--- config.mk ---
export PLATFORM = sky130hd
export DESIGN_NAME = digit_coded_radix_converter_flat
export DESIGN_NICKNAME = d
export VERILOG_FILES = /design/src/rtl/rcv_pkg.sv /design/src/rtl/rcv_in_if.sv /design/src/rtl/rcv_out_if.sv /design/src/rtl/rcv_divider.sv /design/src/rtl/digit_coded_radix_converter.sv /design/src/flat_wrapper.sv
export SDC_FILE = /design/constraint.sdc
export NUM_CORES = 1
export LEC_CHECK = 0
export BUFFER_PORTS_ARGS = -buffer_cell sky130_fd_sc_hd__buf_4
export CORE_ASPECT_RATIO = 1.75
export CORE_MARGIN = 2
export CORE_UTILIZATION = 40
export DETAILED_ROUTE_END_ITERATION = 6
export HOLD_SLACK_MARGIN = 0.08
export PLACE_DENSITY = 0.63
export SLEW_MARGIN = 0
export SYNTH_ARGS = -nofsm -noshare
export SYNTH_HDL_FRONTEND = slang
export SYNTH_SLANG_ARGS = --single-unit
--- constraint.sdc ---
create_clock -name clk_i -period 24.5 [get_ports clk_i]
set_clock_uncertainty 0.1 [all_clocks]
set_input_delay 1.225 -clock clk_i [delete_from_list [all_inputs] [get_ports clk_i]]
set_output_delay 1.225 -clock clk_i [all_outputs]
set_load 0.05 [all_outputs]
--- src/rtl/rcv_pkg.sv ---
`timescale 1ns / 1ps
`default_nettype none
// ----------------------------------------------------------------------------
// rcv_pkg: digit-coded radix converter package
// Shared widths, constants, types and the base clamp for the converter.
// ----------------------------------------------------------------------------
package rcv_pkg;

  // value width of the coded input and coded result
  localparam int VALUE_BITS = 31;
  // width of a base register and of one digit
  localparam int BASE_BITS = 4;

  localparam logic [VALUE_BITS-1:0] VALUE_LIMIT = '1;
  localparam logic [BASE_BITS-1:0] RADIX_TEN = BASE_BITS'(10);
  localparam logic [BASE_BITS-1:0] BASE_MIN = BASE_BITS'(2);
  localparam logic [BASE_BITS-1:0] BASE_MAX = BASE_BITS'(10);
  localparam logic [BASE_BITS-1:0] BASE_RESET = BASE_BITS'(10);

  // largest decimal weight that may still be multiplied by ten
  localparam logic [VALUE_BITS-1:0] WEIGHT_LIMIT = VALUE_LIMIT / VALUE_BITS'(10);

  // divider: bits retired per cycle and cycle count per division
  localparam int STEP_BITS = 8;
  localparam int DIV_CYCLES = (VALUE_BITS + STEP_BITS - 1) / STEP_BITS;
  localparam int DIV_PAD_BITS = DIV_CYCLES * STEP_BITS;
  localparam int DIV_CNT_BITS = (DIV_CYCLES > 1) ? $clog2(DIV_CYCLES) : 1;

  // configuration register indexes
  localparam int CFG_IDX_BITS = 1;
  localparam logic [CFG_IDX_BITS-1:0] CFG_SOURCE_BASE = 1'b0;
  localparam logic [CFG_IDX_BITS-1:0] CFG_TARGET_BASE = 1'b1;

  typedef enum logic [2:0] {
    ST_IDLE,
    ST_P1_START,
    ST_P1_WAIT,
    ST_P2_START,
    ST_P2_WAIT,
    ST_FINISH
  } rcv_state_e;

  typedef struct packed {
    logic                  start;
    logic [VALUE_BITS-1:0] dividend;
    logic [BASE_BITS-1:0]  divisor;
  } div_req_t;

  typedef struct packed {
    logic                  done;
    logic [VALUE_BITS-1:0] quotient;
    logic [BASE_BITS-1:0]  remainder;
  } div_rsp_t;

  function automatic logic [BASE_BITS-1:0] clamp_base(input logic [BASE_BITS-1:0] b);
    logic [BASE_BITS-1:0] r;
    r = b;
    if (b < BASE_MIN) r = BASE_MIN;
    else if (b > BASE_MAX) r = BASE_MAX;
    return r;
  endfunction

endpackage
`default_nettype wire

--- src/rtl/rcv_in_if.sv ---
`timescale 1ns / 1ps
`default_nettype none
// ----------------------------------------------------------------------------
// rcv_in_if: converter input channel
// Valid/ready channel carrying one coded input value per transfer.
// ----------------------------------------------------------------------------
interface rcv_in_if import rcv_pkg::*; ();
  logic                  valid;
  logic                  ready;
  logic [VALUE_BITS-1:0] coded_value;

  modport source (output valid, output coded_value, input ready);
  modport sink (input valid, input coded_value, output ready);
endinterface
`default_nettype wire

--- src/rtl/rcv_out_if.sv ---
`timescale 1ns / 1ps
`default_nettype none
// ----------------------------------------------------------------------------
// rcv_out_if: converter result channel
// Valid/ready channel carrying one coded result and overflow flag per transfer.
// ----------------------------------------------------------------------------
interface rcv_out_if import rcv_pkg::*; ();
  logic                  valid;
  logic                  ready;
  logic [VALUE_BITS-1:0] coded_result;
  logic                  overflow;

  modport source (output valid, output coded_result, output overflow, input ready);
  modport sink (input valid, input coded_result, input overflow, output ready);
endinterface
`default_nettype wire

--- src/rtl/rcv_divider.sv ---
`timescale 1ns / 1ps
`default_nettype none
// ----------------------------------------------------------------------------
// rcv_divider: iterative small-divisor divider
// Restoring division of a value by a base of 2..10, several bits per cycle.
// ----------------------------------------------------------------------------
module rcv_divider import rcv_pkg::*; (
  input  logic     clk_i,
  input  logic     rst_ni,
  input  div_req_t req_i,
  output div_rsp_t rsp_o
);

  logic                    busy_q, busy_d;
  logic                    done_q, done_d;
  logic [DIV_CNT_BITS-1:0] cnt_q, cnt_d;
  logic [DIV_PAD_BITS-1:0] work_q, work_d;
  logic [BASE_BITS-1:0]    rem_q, rem_d;
  logic [BASE_BITS-1:0]    dvsr_q, dvsr_d;

  always_comb begin
    logic [DIV_PAD_BITS-1:0] w;
    logic [BASE_BITS-1:0]    r;
    logic [BASE_BITS:0]      trial;
    busy_d = busy_q;
    done_d = 1'b0;
    cnt_d  = cnt_q;
    work_d = work_q;
    rem_d  = rem_q;
    dvsr_d = dvsr_q;
    w      = work_q;
    r      = rem_q;
    trial  = '0;
    if (busy_q) begin
      // dividend bits leave at the top, quotient bits enter at the bottom
      for (int i = 0; i < STEP_BITS; i++) begin
        trial = {r, w[DIV_PAD_BITS-1]};
        if (trial >= {1'b0, dvsr_q}) begin
          r = BASE_BITS'(trial - {1'b0, dvsr_q});
          w = {w[DIV_PAD_BITS-2:0], 1'b1};
        end else begin
          r = trial[BASE_BITS-1:0];
          w = {w[DIV_PAD_BITS-2:0], 1'b0};
        end
      end
      work_d = w;
      rem_d  = r;
      cnt_d  = cnt_q - DIV_CNT_BITS'(1);
      if (cnt_q == '0) begin
        busy_d = 1'b0;
        done_d = 1'b1;
      end
    end else if (req_i.start) begin
      busy_d = 1'b1;
      cnt_d  = DIV_CNT_BITS'(DIV_CYCLES - 1);
      work_d = DIV_PAD_BITS'(req_i.dividend);
      rem_d  = '0;
      dvsr_d = req_i.divisor;
    end
  end

  always_ff @(posedge clk_i or negedge rst_ni) begin
    if (!rst_ni) begin
      busy_q <= 1'b0;
      done_q <= 1'b0;
      cnt_q  <= '0;
    end else begin
      busy_q <= busy_d;
      done_q <= done_d;
      cnt_q  <= cnt_d;
    end
  end

  always_ff @(posedge clk_i) begin
    work_q <= work_d;
    rem_q  <= rem_d;
    dvsr_q <= dvsr_d;
  end

  assign rsp_o.done      = done_q;
  assign rsp_o.quotient  = work_q[VALUE_BITS-1:0];
  assign rsp_o.remainder = rem_q;

endmodule
`default_nettype wire

--- src/rtl/digit_coded_radix_converter.sv ---
`timescale 1ns / 1ps
`default_nettype none
// ----------------------------------------------------------------------------
// digit_coded_radix_converter: decimal-coded radix converter
// Reads decimal digits as source-base digits and writes the value back as
// target-base digits coded in decimal, saturating on overflow.
// ----------------------------------------------------------------------------
// One item at a time. The input's decimal digits are peeled off least
// significant first by dividing by ten and weighted by powers of the
// source base; the value is then split into target-base digits by dividing
// by the target base, each digit placed at the next power of ten. Both
// phases share one divider that retires STEP_BITS quotient bits a cycle,
// one division per digit. in_i.ready is high only when idle; a finished
// result waits in the output register while the next item is taken.
// Bases outside 2..10 are used as the nearest bound. A result that does not
// fit VALUE_BITS bits comes out as all ones with overflow set. Base registers
// (index 0 source, 1 target, reset 10) are to be written by the user only
// while the block is idle; the block itself does not enforce this.
// ----------------------------------------------------------------------------
module digit_coded_radix_converter import rcv_pkg::*; (
  input  logic                    clk_i,
  input  logic                    rst_ni,
  input  logic                    cfg_we_i,
  input  logic [CFG_IDX_BITS-1:0] cfg_idx_i,
  input  logic [BASE_BITS-1:0]    cfg_data_i,
  rcv_in_if.sink                  in_i,
  rcv_out_if.source               out_o
);

  // control state
  rcv_state_e           state_q, state_d;
  logic                 out_valid_q, out_valid_d;
  logic [BASE_BITS-1:0] src_base_q, tgt_base_q;

  // datapath
  logic [VALUE_BITS-1:0] n_q, n_d;       // remaining decimal-coded input
  logic [VALUE_BITS-1:0] v_q, v_d;       // binary value
  logic [VALUE_BITS-1:0] p_q, p_d;       // source-base weight
  logic [VALUE_BITS-1:0] acc_q, acc_d;   // decimal-coded result so far
  logic [VALUE_BITS-1:0] w_q, w_d;       // decimal weight
  logic                  wbig_q, wbig_d; // weight can no longer grow
  logic                  ovf_q, ovf_d;
  logic [BASE_BITS-1:0]  sb_q, sb_d, tb_q, tb_d;
  logic [VALUE_BITS-1:0] res_q, res_d;
  logic                  res_ovf_q, res_ovf_d;

  div_req_t div_req;
  div_rsp_t div_rsp;

  logic [VALUE_BITS+BASE_BITS-1:0] digit_term;  // digit times source weight
  logic [VALUE_BITS+BASE_BITS-1:0] p_next;
  logic [VALUE_BITS+BASE_BITS-1:0] dw;          // target digit times decimal weight
  logic [VALUE_BITS+BASE_BITS-1:0] w_next;
  logic [VALUE_BITS-1:0]           room;
  logic                            in_xfer, out_xfer;

  rcv_divider u_divider (
    .clk_i  (clk_i),
    .rst_ni (rst_ni),
    .req_i  (div_req),
    .rsp_o  (div_rsp)
  );

  assign in_xfer  = in_i.valid && in_i.ready;
  assign out_xfer = out_o.valid && out_o.ready;

  // digit arithmetic on the divider's remainder, plus the next source and decimal weights
  assign digit_term = (VALUE_BITS+BASE_BITS)'(div_rsp.remainder) *
                      (VALUE_BITS+BASE_BITS)'(p_q);
  assign p_next     = (VALUE_BITS+BASE_BITS)'(p_q) * (VALUE_BITS+BASE_BITS)'(sb_q);
  assign dw         = (VALUE_BITS+BASE_BITS)'(div_rsp.remainder) *
                      (VALUE_BITS+BASE_BITS)'(w_q);
  assign w_next     = (VALUE_BITS+BASE_BITS)'(w_q) * (VALUE_BITS+BASE_BITS)'(RADIX_TEN);
  assign room       = VALUE_LIMIT - acc_q;

  always_comb begin
    state_d     = state_q;
    out_valid_d = out_valid_q;
    n_d         = n_q;
    v_d         = v_q;
    p_d         = p_q;
    acc_d       = acc_q;
    w_d         = w_q;
    wbig_d      = wbig_q;
    ovf_d       = ovf_q;
    sb_d        = sb_q;
    tb_d        = tb_q;
    res_d       = res_q;
    res_ovf_d   = res_ovf_q;
    div_req     = '{start: 1'b0, dividend: n_q, divisor: RADIX_TEN};

    // result register empties on its own transfer
    if (out_xfer) out_valid_d = 1'b0;

    unique case (state_q)
      ST_IDLE: begin
        if (in_xfer) begin
          n_d     = in_i.coded_value;
          v_d     = '0;
          p_d     = VALUE_BITS'(1);
          acc_d   = '0;
          w_d     = VALUE_BITS'(1);
          wbig_d  = 1'b0;
          ovf_d   = 1'b0;
          sb_d    = clamp_base(src_base_q);
          tb_d    = clamp_base(tgt_base_q);
          state_d = ST_P1_START;
        end
      end
      ST_P1_START: begin
        // next decimal digit of the input, or on to the output phase
        if (n_q == '0) begin
          state_d = ST_P2_START;
        end else begin
          div_req.start = 1'b1;
          state_d       = ST_P1_WAIT;
        end
      end
      ST_P1_WAIT: begin
        if (div_rsp.done) begin
          v_d     = v_q + digit_term[VALUE_BITS-1:0];
          p_d     = p_next[VALUE_BITS-1:0];
          n_d     = div_rsp.quotient;
          state_d = ST_P1_START;
        end
      end
      ST_P2_START: begin
        div_req.dividend = v_q;
        div_req.divisor  = tb_q;
        if (v_q == '0 || ovf_q) begin
          state_d = ST_FINISH;
        end else begin
          div_req.start = 1'b1;
          state_d       = ST_P2_WAIT;
        end
      end
      ST_P2_WAIT: begin
        div_req.dividend = v_q;
        div_req.divisor  = tb_q;
        if (div_rsp.done) begin
          v_d = div_rsp.quotient;
          if (div_rsp.remainder != '0) begin
            // a nonzero digit must land on a weight that still fits
            if (wbig_q || dw > (VALUE_BITS + BASE_BITS)'(room)) begin
              ovf_d = 1'b1;
            end else begin
              acc_d = acc_q + dw[VALUE_BITS-1:0];
            end
          end
          if (!wbig_q) begin
            if (w_q > WEIGHT_LIMIT) wbig_d = 1'b1;
            else w_d = w_next[VALUE_BITS-1:0];
          end
          state_d = ST_P2_START;
        end
      end
      ST_FINISH: begin
        // hold until the result register is free
        if (!out_valid_q || out_o.ready) begin
          res_d       = ovf_q ? VALUE_LIMIT : acc_q;
          res_ovf_d   = ovf_q;
          out_valid_d = 1'b1;
          state_d     = ST_IDLE;
        end
      end
      default: state_d = ST_IDLE;
    endcase
  end

  always_ff @(posedge clk_i or negedge rst_ni) begin
    if (!rst_ni) begin
      state_q     <= ST_IDLE;
      out_valid_q <= 1'b0;
    end else begin
      state_q     <= state_d;
      out_valid_q <= out_valid_d;
    end
  end

  // base registers, raw value kept and clamped when an item starts
  always_ff @(posedge clk_i or negedge rst_ni) begin
    if (!rst_ni) begin
      src_base_q <= BASE_RESET;
      tgt_base_q <= BASE_RESET;
    end else if (cfg_we_i) begin
      unique case (cfg_idx_i)
        CFG_SOURCE_BASE: src_base_q <= cfg_data_i;
        CFG_TARGET_BASE: tgt_base_q <= cfg_data_i;
        default: ;
      endcase
    end
  end

  always_ff @(posedge clk_i) begin
    n_q       <= n_d;
    v_q       <= v_d;
    p_q       <= p_d;
    acc_q     <= acc_d;
    w_q       <= w_d;
    wbig_q    <= wbig_d;
    ovf_q     <= ovf_d;
    sb_q      <= sb_d;
    tb_q      <= tb_d;
    res_q     <= res_d;
    res_ovf_q <= res_ovf_d;
  end

  assign in_i.ready         = (state_q == ST_IDLE);
  assign out_o.valid        = out_valid_q;
  assign out_o.coded_result = res_q;
  assign out_o.overflow     = res_ovf_q;

endmodule
`default_nettype wire

--- src/flat_wrapper.sv ---
// flat-port wrapper written by rule: the top's interface ports become plain ports
module digit_coded_radix_converter_flat import rcv_pkg::*;
  (clk_i, rst_ni, cfg_we_i, cfg_idx_i, cfg_data_i, in_i_valid, in_i_coded_value, in_i_ready, out_o_valid, out_o_coded_result, out_o_overflow, out_o_ready);
  rcv_in_if in_i_i ();
  rcv_out_if out_o_i ();
  input  logic clk_i;
  input  logic rst_ni;
  input  logic cfg_we_i;
  input  logic [CFG_IDX_BITS-1:0] cfg_idx_i;
  input  logic [BASE_BITS-1:0] cfg_data_i;
  input wire logic [$bits(in_i_i.valid)-1:0] in_i_valid;
  input wire logic [$bits(in_i_i.coded_value)-1:0] in_i_coded_value;
  output wire logic [$bits(in_i_i.ready)-1:0] in_i_ready;
  output wire logic [$bits(out_o_i.valid)-1:0] out_o_valid;
  output wire logic [$bits(out_o_i.coded_result)-1:0] out_o_coded_result;
  output wire logic [$bits(out_o_i.overflow)-1:0] out_o_overflow;
  input wire logic [$bits(out_o_i.ready)-1:0] out_o_ready;
  assign in_i_i.valid = in_i_valid;
  assign in_i_i.coded_value = in_i_coded_value;
  assign in_i_ready = in_i_i.ready;
  assign out_o_valid = out_o_i.valid;
  assign out_o_coded_result = out_o_i.coded_result;
  assign out_o_overflow = out_o_i.overflow;
  assign out_o_i.ready = out_o_ready;
  digit_coded_radix_converter u_core (.clk_i(clk_i), .rst_ni(rst_ni), .cfg_we_i(cfg_we_i), .cfg_idx_i(cfg_idx_i), .cfg_data_i(cfg_data_i), .in_i(in_i_i), .out_o(out_o_i));
endmodule
======== Word-level counts from Yosys, hierarchy flattened ========
Cells that the tools add are included.
W data, S select, Z words.
word-level totals
  register bits ........................... 253
  output and inout bits ................... 34
  word-level logic and storage cells ...... 182
cells by class
  $add $sub $neg .......................... 12
  $mul .................................... 4
  magnitude comparators ................... 14
  equality and inequality tests ........... 14
  mux-type cells .......................... 83
  bitwise gates (word level) .............. 2
  reduce and logical (&&, ||, !) cells .... 30
operators by type and width
  cell                      number
  $mux W31                  12
  $mux W32                  9
  $pmux W31 S2              4
  $pmux W31 S3              1
  $mux W4                   19
  $add A31 B31 Y31          2
  $logic_not A31 Y1         2
  $ge A5 B4 Y1              8
  $gt A35 B31 Y1            1
  $mul A4 B31 Y35           1
  $mux W35                  1
  $sub A4 B4 Y4             8
  $gt A31 B28 Y1 const B    1
  $mul A31 B3 Y30 const B   1
  $mul A31 B4 Y31           1
  $mul A4 B31 Y31           1
  $sub A31 B31 Y31 const A  1
  $mux W1                   27
  $pmux W3 S6               1
  $reduce_and A5 Y1         3
  $mux W3                   4
  $ne A2 B2 Y1 const B      6
  $reduce_and A2 Y1         5
  $gt A4 B4 Y1 const B      2
  other kinds (20)          38

======== Depth between registers and ports, before layout ========
Gate-level depths: netlist of the first run.
  word-level depth ........................ 24
  depth in mapped cells ................... 62
  depth with buffers taken out ............ 61

======== By module ========
From an unflattened synthesis of the first run, not the netlist that was laid out.
unflattened totals
  cell total of the unflattened synthesis .. 2862
  area total of the unflattened synthesis .. 26751.9 um^2
modules (own cells, without submodules)
  module                       times used  cells an instance  area an instance (um^2)
  digit_coded_radix_converter  1           2511               22913.2
  rcv_divider                  1           351                3838.7

======== Least setup slack after synthesis of the first run ========
No wires, ideal clock.
  path kind ............................... flip-flop to flip-flop
  from .................................... reg u_core.u_divider.dvsr_q[1]
  to ...................................... reg u_core.u_divider.work_q[0] (data pin)
  data arrival time ....................... 12014 ps
  data required time ...................... 24130 ps
  slack ................................... 12116 ps
  stages on the path, launching flop included .. 62
  path buffers ............................ 1
  cell sequence ........................... edfxtp_1 > inv_1 > ha_1 > nand4_1 > nand2_2 > nor2_1 > mux2_2 > ha_1 > or2_1 > a21oi_1 > a21oi_1 > a21o_1 > buf_6 > nor2_1 > a21oi_1 > ha_1 > or2_1 > a21oi_1 > [26 not listed] > and2_1 > nand4b_1 > o21ai_0 > inv_1 > ha_1 > o21ai_0 > nand2b_1 > a21o_1 > a21oi_1 > nand2_2 > o21a_1 > ha_1 > a21o_1 > a21o_1 > a31o_2 > a21o_1 > nor3_4 > a21oi_1
between the ends
  cells in the longest elaborated chain, start to end .. 24
  elaborated cells on any way between the ends .. 31
  classes of those cells .................. add/sub (7); order compare (8); mux (16)
ends and longest elaborated chain
  item                                           line                                  text
  start: declaration                             rcv_divider.sv:19                     logic [BASE_BITS-1:0] dvsr_q, dvsr_d;
  start signal: assignment                       rcv_divider.sv:77                     dvsr_q <= dvsr_d;
  $sub A4 B4 Y4 or $ge A5 B4 Y1 (tied branches)  rcv_divider.sv:39, rcv_divider.sv:38
  $mux W4                                        rcv_divider.sv:38                     if (trial >= {1'b0, dvsr_q}) begin
  $mux W4                                        rcv_divider.sv:34                     if (busy_q) begin
  $sub A4 B4 Y4 or $ge A5 B4 Y1 (tied branches)  rcv_divider.sv:39, rcv_divider.sv:38
  $mux W4                                        rcv_divider.sv:38
  $mux W4                                        rcv_divider.sv:34
  $sub A4 B4 Y4 or $ge A5 B4 Y1 (tied branches)  rcv_divider.sv:39, rcv_divider.sv:38
  $mux W4                                        rcv_divider.sv:38
  [9 not listed]                                 -
  $mux W4                                        rcv_divider.sv:34
  $sub A4 B4 Y4 or $ge A5 B4 Y1 (tied branches)  rcv_divider.sv:39, rcv_divider.sv:38
  $mux W4                                        rcv_divider.sv:38
  $mux W4                                        rcv_divider.sv:34
  $ge A5 B4 Y1 (*)                               rcv_divider.sv:38
  $mux W1 (*)                                    rcv_divider.sv:38
  $mux W32 (*)                                   rcv_divider.sv:34
  named net u_core.u_divider.work_d[0]           rcv_divider.sv:17                     logic [DIV_PAD_BITS-1:0] work_q, work_d;
  end signal: assignment                         rcv_divider.sv:75                     work_q <= work_d;
  end: declaration                               rcv_divider.sv:17
The timed path passes the listed nets; every way through them passes the cells marked *. The select of a mux whose other input is x is not followed.
A chain may end at the register's enable or synchronous reset.

======== Worst setup path in the final report of the first run ========
  from .................................... reg u_core.u_divider.dvsr_q[1]
  to ...................................... reg u_core.u_divider.rem_q[3] (data pin)
between the ends
  cells in the longest elaborated chain, start to end .. 24
  elaborated cells on any way between the ends .. 32
  classes of those cells .................. add/sub (8); order compare (8); mux (16)
ends and longest elaborated chain
  item                                           line                                  text
  $sub A4 B4 Y4 or $ge A5 B4 Y1 (tied branches)  rcv_divider.sv:39, rcv_divider.sv:38
  $mux W4                                        rcv_divider.sv:38
  $mux W4                                        rcv_divider.sv:34
  $sub A4 B4 Y4 or $ge A5 B4 Y1 (tied branches)  rcv_divider.sv:39, rcv_divider.sv:38
  $mux W4                                        rcv_divider.sv:38
  $mux W4                                        rcv_divider.sv:34
  $sub A4 B4 Y4 or $ge A5 B4 Y1 (tied branches)  rcv_divider.sv:39, rcv_divider.sv:38
  $mux W4                                        rcv_divider.sv:38
  [8 not listed]                                 -
  $mux W4                                        rcv_divider.sv:38
  $mux W4                                        rcv_divider.sv:34
  $sub A4 B4 Y4 or $ge A5 B4 Y1 (tied branches)  rcv_divider.sv:39, rcv_divider.sv:38
  $mux W4                                        rcv_divider.sv:38
  $mux W4                                        rcv_divider.sv:34
  $sub A4 B4 Y4 or $ge A5 B4 Y1 (tied branches)  rcv_divider.sv:39, rcv_divider.sv:38
  $mux W4 (*)                                    rcv_divider.sv:38
  $mux W4 (*)                                    rcv_divider.sv:34
  end signal: assignment                         rcv_divider.sv:76                     rem_q <= rem_d;
  end: declaration                               rcv_divider.sv:18                     logic [BASE_BITS-1:0] rem_q, rem_d;
Every way passes the cells marked *; elsewhere a longest branch is shown, timed or not. The select of a mux whose other input is x is not followed.

==> run metrics, run 1 <==
number of vias per cell 5.49; count leader, synth nand2_1; top cells by area, synth edfxtp_1, fa_1, ha_1; Placed Area between 20,000 and 30,000 µm²; Worst path max stage delay 790 ps; WP buf/inv 5; reg2reg end u_core.u_divider.rem_q[3]; IO Pins 75; first-pass GRT wire length ~110,000 µm; Root Driver clkbuf_16; combinational family with the most area after synthesis adder cells; std cell rows roughly 120; Worst EP arrival 15,220 ps; proportion of synthesized area in mux cells under 10%; Antenna Diode Count 0; clock sink count about 250; EDFF count, synth roughly 240; Port Buffers 74; simple logic cell fraction of the synthesized area between 10% and 20%; R2R cell count 60; hold crit path type reg2reg; Async S/R FF share, synth 6.32%; Worst setup startpoint u_core.u_divider.dvsr_q[1]; xor and xnor area share after synthesis 4.94%; core area 62,900 µm²; FF-to-FF setup slack between 9000 and 10,000 ps; syn_area_per_cell 9.37 µm²; FILL cells 6,142; fin nets 3,207; Post-Syn Instances 2,703; Iter 0 DRT Violations 876; max-cap viol count 0; vias in the first global route 21.0k; CTS H-tree depth 1; post-synth top area cell edfxtp_1; CP Max Fanout 10; Top FF cell, synth edfxtp_1; final hold violation count 0; Die ar. 65,400 µm²; Synth Area in Adders 27.2%; Layout area overhead 8.82%; Crit. End Element register; Die Wd roughly 200 µm; Starting Density 40.3%; crit path to u_core.u_divider.rem_q[3]; relative slew slack a little under a third; Worst-Margin Slew roughly 1000 ps; layout cells sized above 1 7.51%; first-pass detailed-route iteration total 5; ANT nets after route 0; # setup viols final 0; initial antenna violation count 0; hpwl dp approximately 53,000 µm; Yosys top cell area share 28.1%; TritonCTS Buffers 27; Crit Path Class reg2reg; Max Clk Rate 67.1 MHz; PostCTS Resize Cnt 0; Synth Area in Compound Gates 12.4%; slowest stage cell on the critical path edfxtp_1; WHS 396 ps; Finished Cell Area 27,600 µm²; grt ovf 0; crit path time final 14,910 ps; CP startpoint kind register; largest net degree at the start of global routing 77; final worst setup slack 9590 ps; final wirelength ~67,000 µm; worst r2r src u_core.u_divider.dvsr_q[1]; Final period util approximately three fifths; clock transition at the registers of the reported paths 70 ps; #FFs+latches synth between 200 and 300; CTS tree done; Fin Setup TNS 0 ps; cell seen most often among critical-path stages ha_1; RSZ-0062 raised after global routing false; Final Wtd Congestion 0.936; logic depth of the worst setup path including buffers 60; routed length per instance 18.8 µm; Synthesis Warnings 0; CTS Hold Bufs 0; post-CTS setup buffer count 0; clk buf depth 3; Die Y 337 µm; mapped cell area roughly 25,000 µm²; Slew Limit Fails 0; delay-heaviest family, CP compound AO/OA/AOI/OAI gates; Distinct cells, synth 81; commonest cells in the netlist nand2_1, inv_1, edfxtp_1; worst-skew pair later-pin latency 580 ps; Syn Nets 3,172; via count 19.6k; register area share after synthesis between 20% and 30%; overall routing resource usage 20.7%; Place WS 9570 ps; outcome complete, no violations; Critical Path RT 24,810 ps; Remaining DRCs 0
## worst min-delay path by stage
stage | endpoint | slack [ps] | cells past startpoint | from
global placement | u_core.tgt_base_q[0] | 380 | 1 | u_core.tgt_base_q[0]
CTS | u_core.tgt_base_q[0] | 400 | 1 | u_core.tgt_base_q[0]
floorplan | u_core.tgt_base_q[0] | 370 | 1 | u_core.tgt_base_q[0]
detailed placement | u_core.tgt_base_q[0] | 390 | 1 | u_core.tgt_base_q[0]
finish | u_core.tgt_base_q[0] | 400 | 1 | u_core.tgt_base_q[0]
global route | u_core.tgt_base_q[0] | 420 | 1 | u_core.tgt_base_q[0]
## flip-flops by register name (all words and copies together), names as in the netlist, 2 cells and up
signal	count
u_core.tb_q	4
u_core.p_q	31
u_core.u_divider.work_q	32
u_core.n_q	31
u_core.acc_q	31
u_core.u_divider.dvsr_q	4
u_core.src_base_q	4
u_core.out_o.coded_result	31
u_core.v_q	31
u_core.u_divider.cnt_q	2
u_core.tgt_base_q	4
u_core.u_divider.rem_q	4
u_core.state_q	3
u_core.sb_q	4
u_core.w_q	31
## routing by layer
layer,global-route usage [%],up-vias,share of wire [%]
li1,-,9320,-
met1,20.5,9623,35
met2,41.5,432,55
met3,1.68,190,2.9
met4,12.0,0,6.5
met5,0,-,0
## metrics by stage
| step | cells | utilization [%] |
|---|---|---|
| CTS | 3563 | 43.8 |
| finish | 3563 | 43.8 |
| floorplan | 2703 | - |
| global placement | 3515 | 42.5 |
| detailed placement | 3515 | 42.5 |
| global route | 3563 | 43.8 |
## final cells by class
class                      count  area [µm²]  area share (%)
clock inverter                12         104           0.377
timing repair buffer          92         691            2.51
sequential                   253        7520            27.3
tap                          806        1010            3.66
multi-input combinational   2118       16600            60.1
inverter                     246         923            3.35
clock buffer                  36         741            2.69
## cells by family after synthesis
kind of cell,after synthesis
and+or+nand+nor,1000
DFF,253
muxes,54
xor gates and xnor gates,143
adders and majority gates,428
buffers and inverters,332
AOI/OAI and AO/OA,493
## layout by cell type, fill, tap and decap left out, types with 10 or more instances in the layout
cell type,synthesis,layout
nor2b_1,25,23
or3_1,12,12
clkbuf_16,0,28
nor3_1,44,44
buf_4,0,92
o21bai_1,21,21
a21o_1,70,69
mux2i_1,39,39
nand2b_1,28,27
xor2_1,65,65
edfxtp_1,237,237
nand2_1,446,444
mux2_2,15,15
a211oi_1,15,15
o21ai_0,121,121
or2_2,35,35
dfrtp_1,12,11
fa_1,206,206
nor4_1,21,21
ha_1,222,222
nand4_1,16,16
and2_1,126,126
o211ai_1,10,10
inv_1,245,244
nand3_1,27,27
xnor2_1,78,78
and3_1,25,25
nor2_1,168,165
o21a_1,24,24
a21oi_1,129,129
a31oi_1,12,12
Power of run 1 is left out: the tool's default activity adds up to more than one toggle a clock period on the data nets, which glitch-free logic cannot reach.
==> run 2: changes to the inputs <==
- clock period: 24.5 -> 15.6 ns (I/O delays scaled with it)
==> run 2 against run 1 <==
Critical path depth is the same. Worst hold slack lost 51 ps. Final area is 0.30% higher. Flip-flop and latch count is the same. Via count grew 0.25%. Sequential share of layout area fell by 0.082 points. First-iteration DRC count increased by 6.2%. Count of clock-buffer cells in the layout decreased by 4. Non-clock buffer count rose by 4. Utilization up 0.13 points. Die area did not move. Cell count increased by 0.17%. Critical endpoint is now u_core.u_divider.rem_q[1]. Highest routed layer unchanged.
==> run metrics, run 2 (synthesis gave the netlist of run 1 again) <==
outcome complete, no violations; Starting Density 40.3%; PostCTS Resize Cnt 0; Largest Register u_core.u_divider.work_q; std cell rows 122; most common cell after layout, fill and taps aside nand2_1; Antenna Diode Count 0; ANT nets after route 0; Port Buffers 74; RSZ-0062 raised after global routing false; number of vias per cell 5.50; register area 7520 µm²; CP startpoint kind register; Slew Limit Fails 0; max FFs per register 32; routed length per instance ~19 µm; CTS tree done; vias in the first global route 21.3k; TritonCTS Buffers 27; # setup viols final 0; first-pass detailed-route iteration total 6; Worst EP arrival roughly 15,000 ps; Die Y 337 µm; Crit. End Element register; Die Wd ~190 µm; FILL cells 6,105; Die ar. 65,400 µm²; Crit Path Class reg2reg; via count between 15k and 20k; Final period util 91.6%; Final Wtd Congestion 0.928; Worst-Margin Slew 1100 ps; crit path time final 14,280 ps; delay-heaviest family, CP compound AO/OA/AOI/OAI gates; worst-skew pair later-pin latency 590 ps; initial antenna violation count 0; Worst path max stage delay 540 ps; final wirelength between 60,000 and 70,000 µm; Iter 0 DRT Violations 930; largest net degree at the start of global routing 77; hold crit path type in2reg; WP buf/inv 5; Critical Path RT around 16,000 ps; max-cap viol count 0; CTS H-tree depth 1; relative slew slack about a quarter; overall routing resource usage 20.9%; core area 62,900 µm²; slowest stage cell on the critical path mux2i_1; CP Max Fanout 10; grt ovf 0; Fin Setup TNS 0 ps; final hold violation count 0; fin nets roughly 3.2k; layout cells sized above 1 7.78%; Max Clk Rate 70.0 MHz; multi-input logic area between 15,000 and 20,000 µm²; Layout area overhead 9.14%; IO Pins 75; clock sink count between 200 and 300; clk buf depth 3; Root Driver clkbuf_16; Remaining DRCs 0; hpwl dp 52,700 µm; clock transition at the registers of the reported paths about 70 ps; first-pass GRT wire length 110,000 µm; commonest non-fill, non-tap cells in the layout nand2_1, inv_1, edfxtp_1
==> run 2: changes by cell type in the layout (fill, tap and decap cells not counted), sizes merged <==
cell and delta:
bufinv +1, buf +3, clkbuf -4, inv +1, clkinv +2, clkinvlp +2, dlygate4sd3 +1
==> run 2: final timing paths <==
check                                            from                        end  depth (start not counted)  slack [ps]
max in group asynchronous                      rst_ni       u_core.src_base_q[3]                          2       14540
min in group asynchronous                      rst_ni          u_core.state_q[1]                          2         550
max reg2reg                u_core.u_divider.dvsr_q[2]  u_core.u_divider.rem_q[1]                         60        1320
min reg2reg                      u_core.tgt_base_q[0]       u_core.tgt_base_q[0]                          1         400
max                        u_core.u_divider.dvsr_q[2]  u_core.u_divider.rem_q[1]                         60        1320
min                                     cfg_data_i[3]       u_core.tgt_base_q[3]                          2         340
==> run 2: area by class of cell <==
class,count,share of cell area [%]
clock buffer,32,2.62
clock inverter,18,0.611
inverter,246,3.34
multi-input combinational,2118,60.0
sequential,253,27.2
tap,806,3.65
timing repair buffer,96,2.62
==> run 2: per-stage QoR <==
step | cell area, µm² | hold WS, ps | util [%] | cells | setup WS [ps]
4_1_cts | 27600 | 316 | 43.9 | 3567 | 993
2_1_floorplan | 25300 | 371 | - | 2703 | 3220
3_5_place_dp | 26700 | 387 | 42.5 | 3516 | 1030
3_3_place_gp | 26700 | 385 | 42.5 | 3516 | 1370
5_1_grt | 27700 | 342 | 44.0 | 3569 | 178
6_report | 27700 | 344 | 44.0 | 3569 | 1320
==> run 2: repair_timing <==
| action | CTS | global route |
|---|---|---|
| setup buffers | 0 | 2 |
| hold endpoints to repair | 12 | 0 |
| hold buffers | 1 | 0 |
| setup endpoints to repair | 0 | 1 |
==> run 2: worst reg2reg max path, delay by kind of cell, from the launching register on <==
| kind | cells | cell delay, ps |
|---|---|---|
| compound gates | 28 | 5870 |
| mux | 5 | 2080 |
| flops | 1 | 370 |
| buf+inv | 5 | 670 |
| simple gates | 14 | 2670 |
| fa+ha+maj | 8 | 2350 |
==> run 2: routing by layer <==
layer  wire (µm)  vias up  GRT usage, %
li1            -     9332             -
met1       23800     9691          20.7
met2       37600      427          42.3
met3        1970      164          1.58
met4        4060        0          11.6
met5           0        -             0
Power of run 2 is left out for the same reason.
==> run 3: changes to the inputs <==
- CELL_PAD_IN_SITES_DETAIL_PLACEMENT: default -> 2
- CELL_PAD_IN_SITES_GLOBAL_PLACEMENT: default -> 2
- PLACE_DENSITY: 0.63 -> 0.83
==> run 3 against run 2 <==
Global-route usage up 6.5 points. Setup slack worse by 160 ps. Maximum frequency down 1.1%. Register-to-register slack worse by 160 ps. Cell count up 0.28%. Worst hold slack worse by 26 ps.
==> run metrics, run 3 (synthesis gave the netlist of run 1 again) <==
first-pass detailed-route iteration total 4; Final period util between 90% and 100%; core area 62,900 µm²; Iter 0 DRT Violations 752; most common cell after layout, fill and taps aside nand2_1; CP startpoint kind register; CTS H-tree depth 1; Final Wtd Congestion 0.842; Remaining DRCs 0; worst r2r src u_core.u_divider.dvsr_q[2]; CP Max Fanout 10; Antenna Diode Count 0; via count 20.8k; commonest non-fill, non-tap cells in the layout nand2_1, inv_1, edfxtp_1; vias in the first global route 24.8k; Largest Register u_core.u_divider.work_q; R2R cell count 60; crit path time final 14,440 ps; Crit Path Class reg2reg; outcome complete, no violations; initial antenna violation count 0; slowest stage cell on the critical path mux2i_2; clock transition at the registers of the reported paths 70 ps; Die Y 337 µm; Inst Count DP around 3.5k; final wirelength between 80,000 and 90,000 µm; hpwl dp approximately 70,000 µm; ANT nets after route 0; Die Wd 194 µm; multi-input logic area ~17,000 µm²; number of vias per cell 5.82; Placed Area around 27,000 µm²; Worst EP arrival around 15,000 ps; clk buf depth 3; CTS tree done; reg2reg end u_core.u_divider.rem_q[1]; FF-to-FF setup slack 1160 ps; clock sink count 253; Crit. End Element register; cell seen most often among critical-path stages ha_1; Port Buffers between 70 and 80; Worst-Margin Slew 1320 ps; grt ovf 0; RSZ-0062 raised after global routing false; Fin Setup TNS 0 ps; non-filler cells, final 3,579; largest net degree at the start of global routing 76; layout cells sized above 1 8.15%; WHS Path Cells 2; Layout area overhead 9.87%; min-delay src cfg_data_i[3]; Place WS approximately 410 ps; relative slew slack 12.2%; Worst path max stage delay 480 ps; Starting Density around two fifths; Critical Path RT 15,950 ps; max-cap viol count 0; overall routing resource usage around 27%; Root Driver clkbuf_16; IO Pins 75; Max Clk Rate between 60 and 70 MHz; Slew Limit Fails 0; Die ar. ~65,000 µm²; max FFs per register 32; final worst setup slack 1160 ps; # setup viols final 0; Hold Path End u_core.tgt_base_q[3]; FILL cells 6,764; register area around 7500 µm²; worst-skew pair later-pin latency approximately 620 ps; final hold violation count 0; fin nets 3,219; TritonCTS Buffers 29; first-pass GRT wire length 140,000 µm; std cell rows ~120; hold crit path type in2reg; routed length per instance 24.9 µm; Finished Cell Area 27,800 µm²
==> run 3: cell types whose count changed in the layout (fill, tap and decap cells not counted), moves of 2 or more <==
cell	delta
clkinvlp_4	+3
clkinv_2	-5
clkbuf_16	+2
clkbuf_8	+5
clkinv_1	-4
buf_4	+6
clkbuf_1	+5
==> run 3: worst max-delay path by stage <==
stage	startpoint	to	slack, ps
2_1_floorplan	u_core.u_divider.dvsr_q[1]	u_core.u_divider.work_q[0]	3220
3_3_place_gp	u_core.u_divider.dvsr_q[1]	u_core.u_divider.rem_q[1]	1230
3_5_place_dp	u_core.u_divider.dvsr_q[1]	u_core.u_divider.rem_q[1]	410
4_1_cts	u_core.u_divider.dvsr_q[1]	u_core.u_divider.rem_q[1]	350
5_1_grt	u_core.u_divider.dvsr_q[2]	u_core.u_divider.rem_q[1]	60
6_report	u_core.u_divider.dvsr_q[2]	u_core.u_divider.rem_q[1]	1160
==> run 3: cell type report <==
class | count | area share (%)
Clock buffer | 44 | 3.10
Clock inverter | 10 | 0.553
Multi-Input combinational cell | 2118 | 59.6
Inverter | 246 | 3.33
Sequential cell | 253 | 27.0
Timing Repair Buffer | 102 | 2.76
Tap cell | 806 | 3.62
==> run 3: routing by layer <==
metal,up-vias,global-route usage [%],wire [µm]
met1,10767,25.6,29100
met4,0,15.8,5890
met2,439,57.0,52200
met5,-,0,0
met3,302,2.25,2020
li1,9312,-,-
==> run 3: through the flow <==
stage	utilization (%)	hold slack, ps
after CTS	44.1	289
after global routing	44.3	301
final	44.3	319
after detailed placement	42.5	412
after global placement	42.5	379
after floorplan	-	371
==> run 3: timing repair <==
action | CTS | global route
setup buffers | 0 | 9
hold buffers | 1 | 0
hold endpoints to repair | 12 | 0
endpoints found under the setup margin | 0 | 5
gates resized for setup | 0 | 3
==> run 3: critical path: cells and delay by family, from the launching register on <==
family | cells | cell delay [ps]
simple gates | 13 | 2480
buf+inv | 5 | 710
compound gates | 29 | 6260
mux | 5 | 1980
fa+ha+maj | 8 | 2350
flops | 1 | 360
Power of run 3 is left out for the same reason.
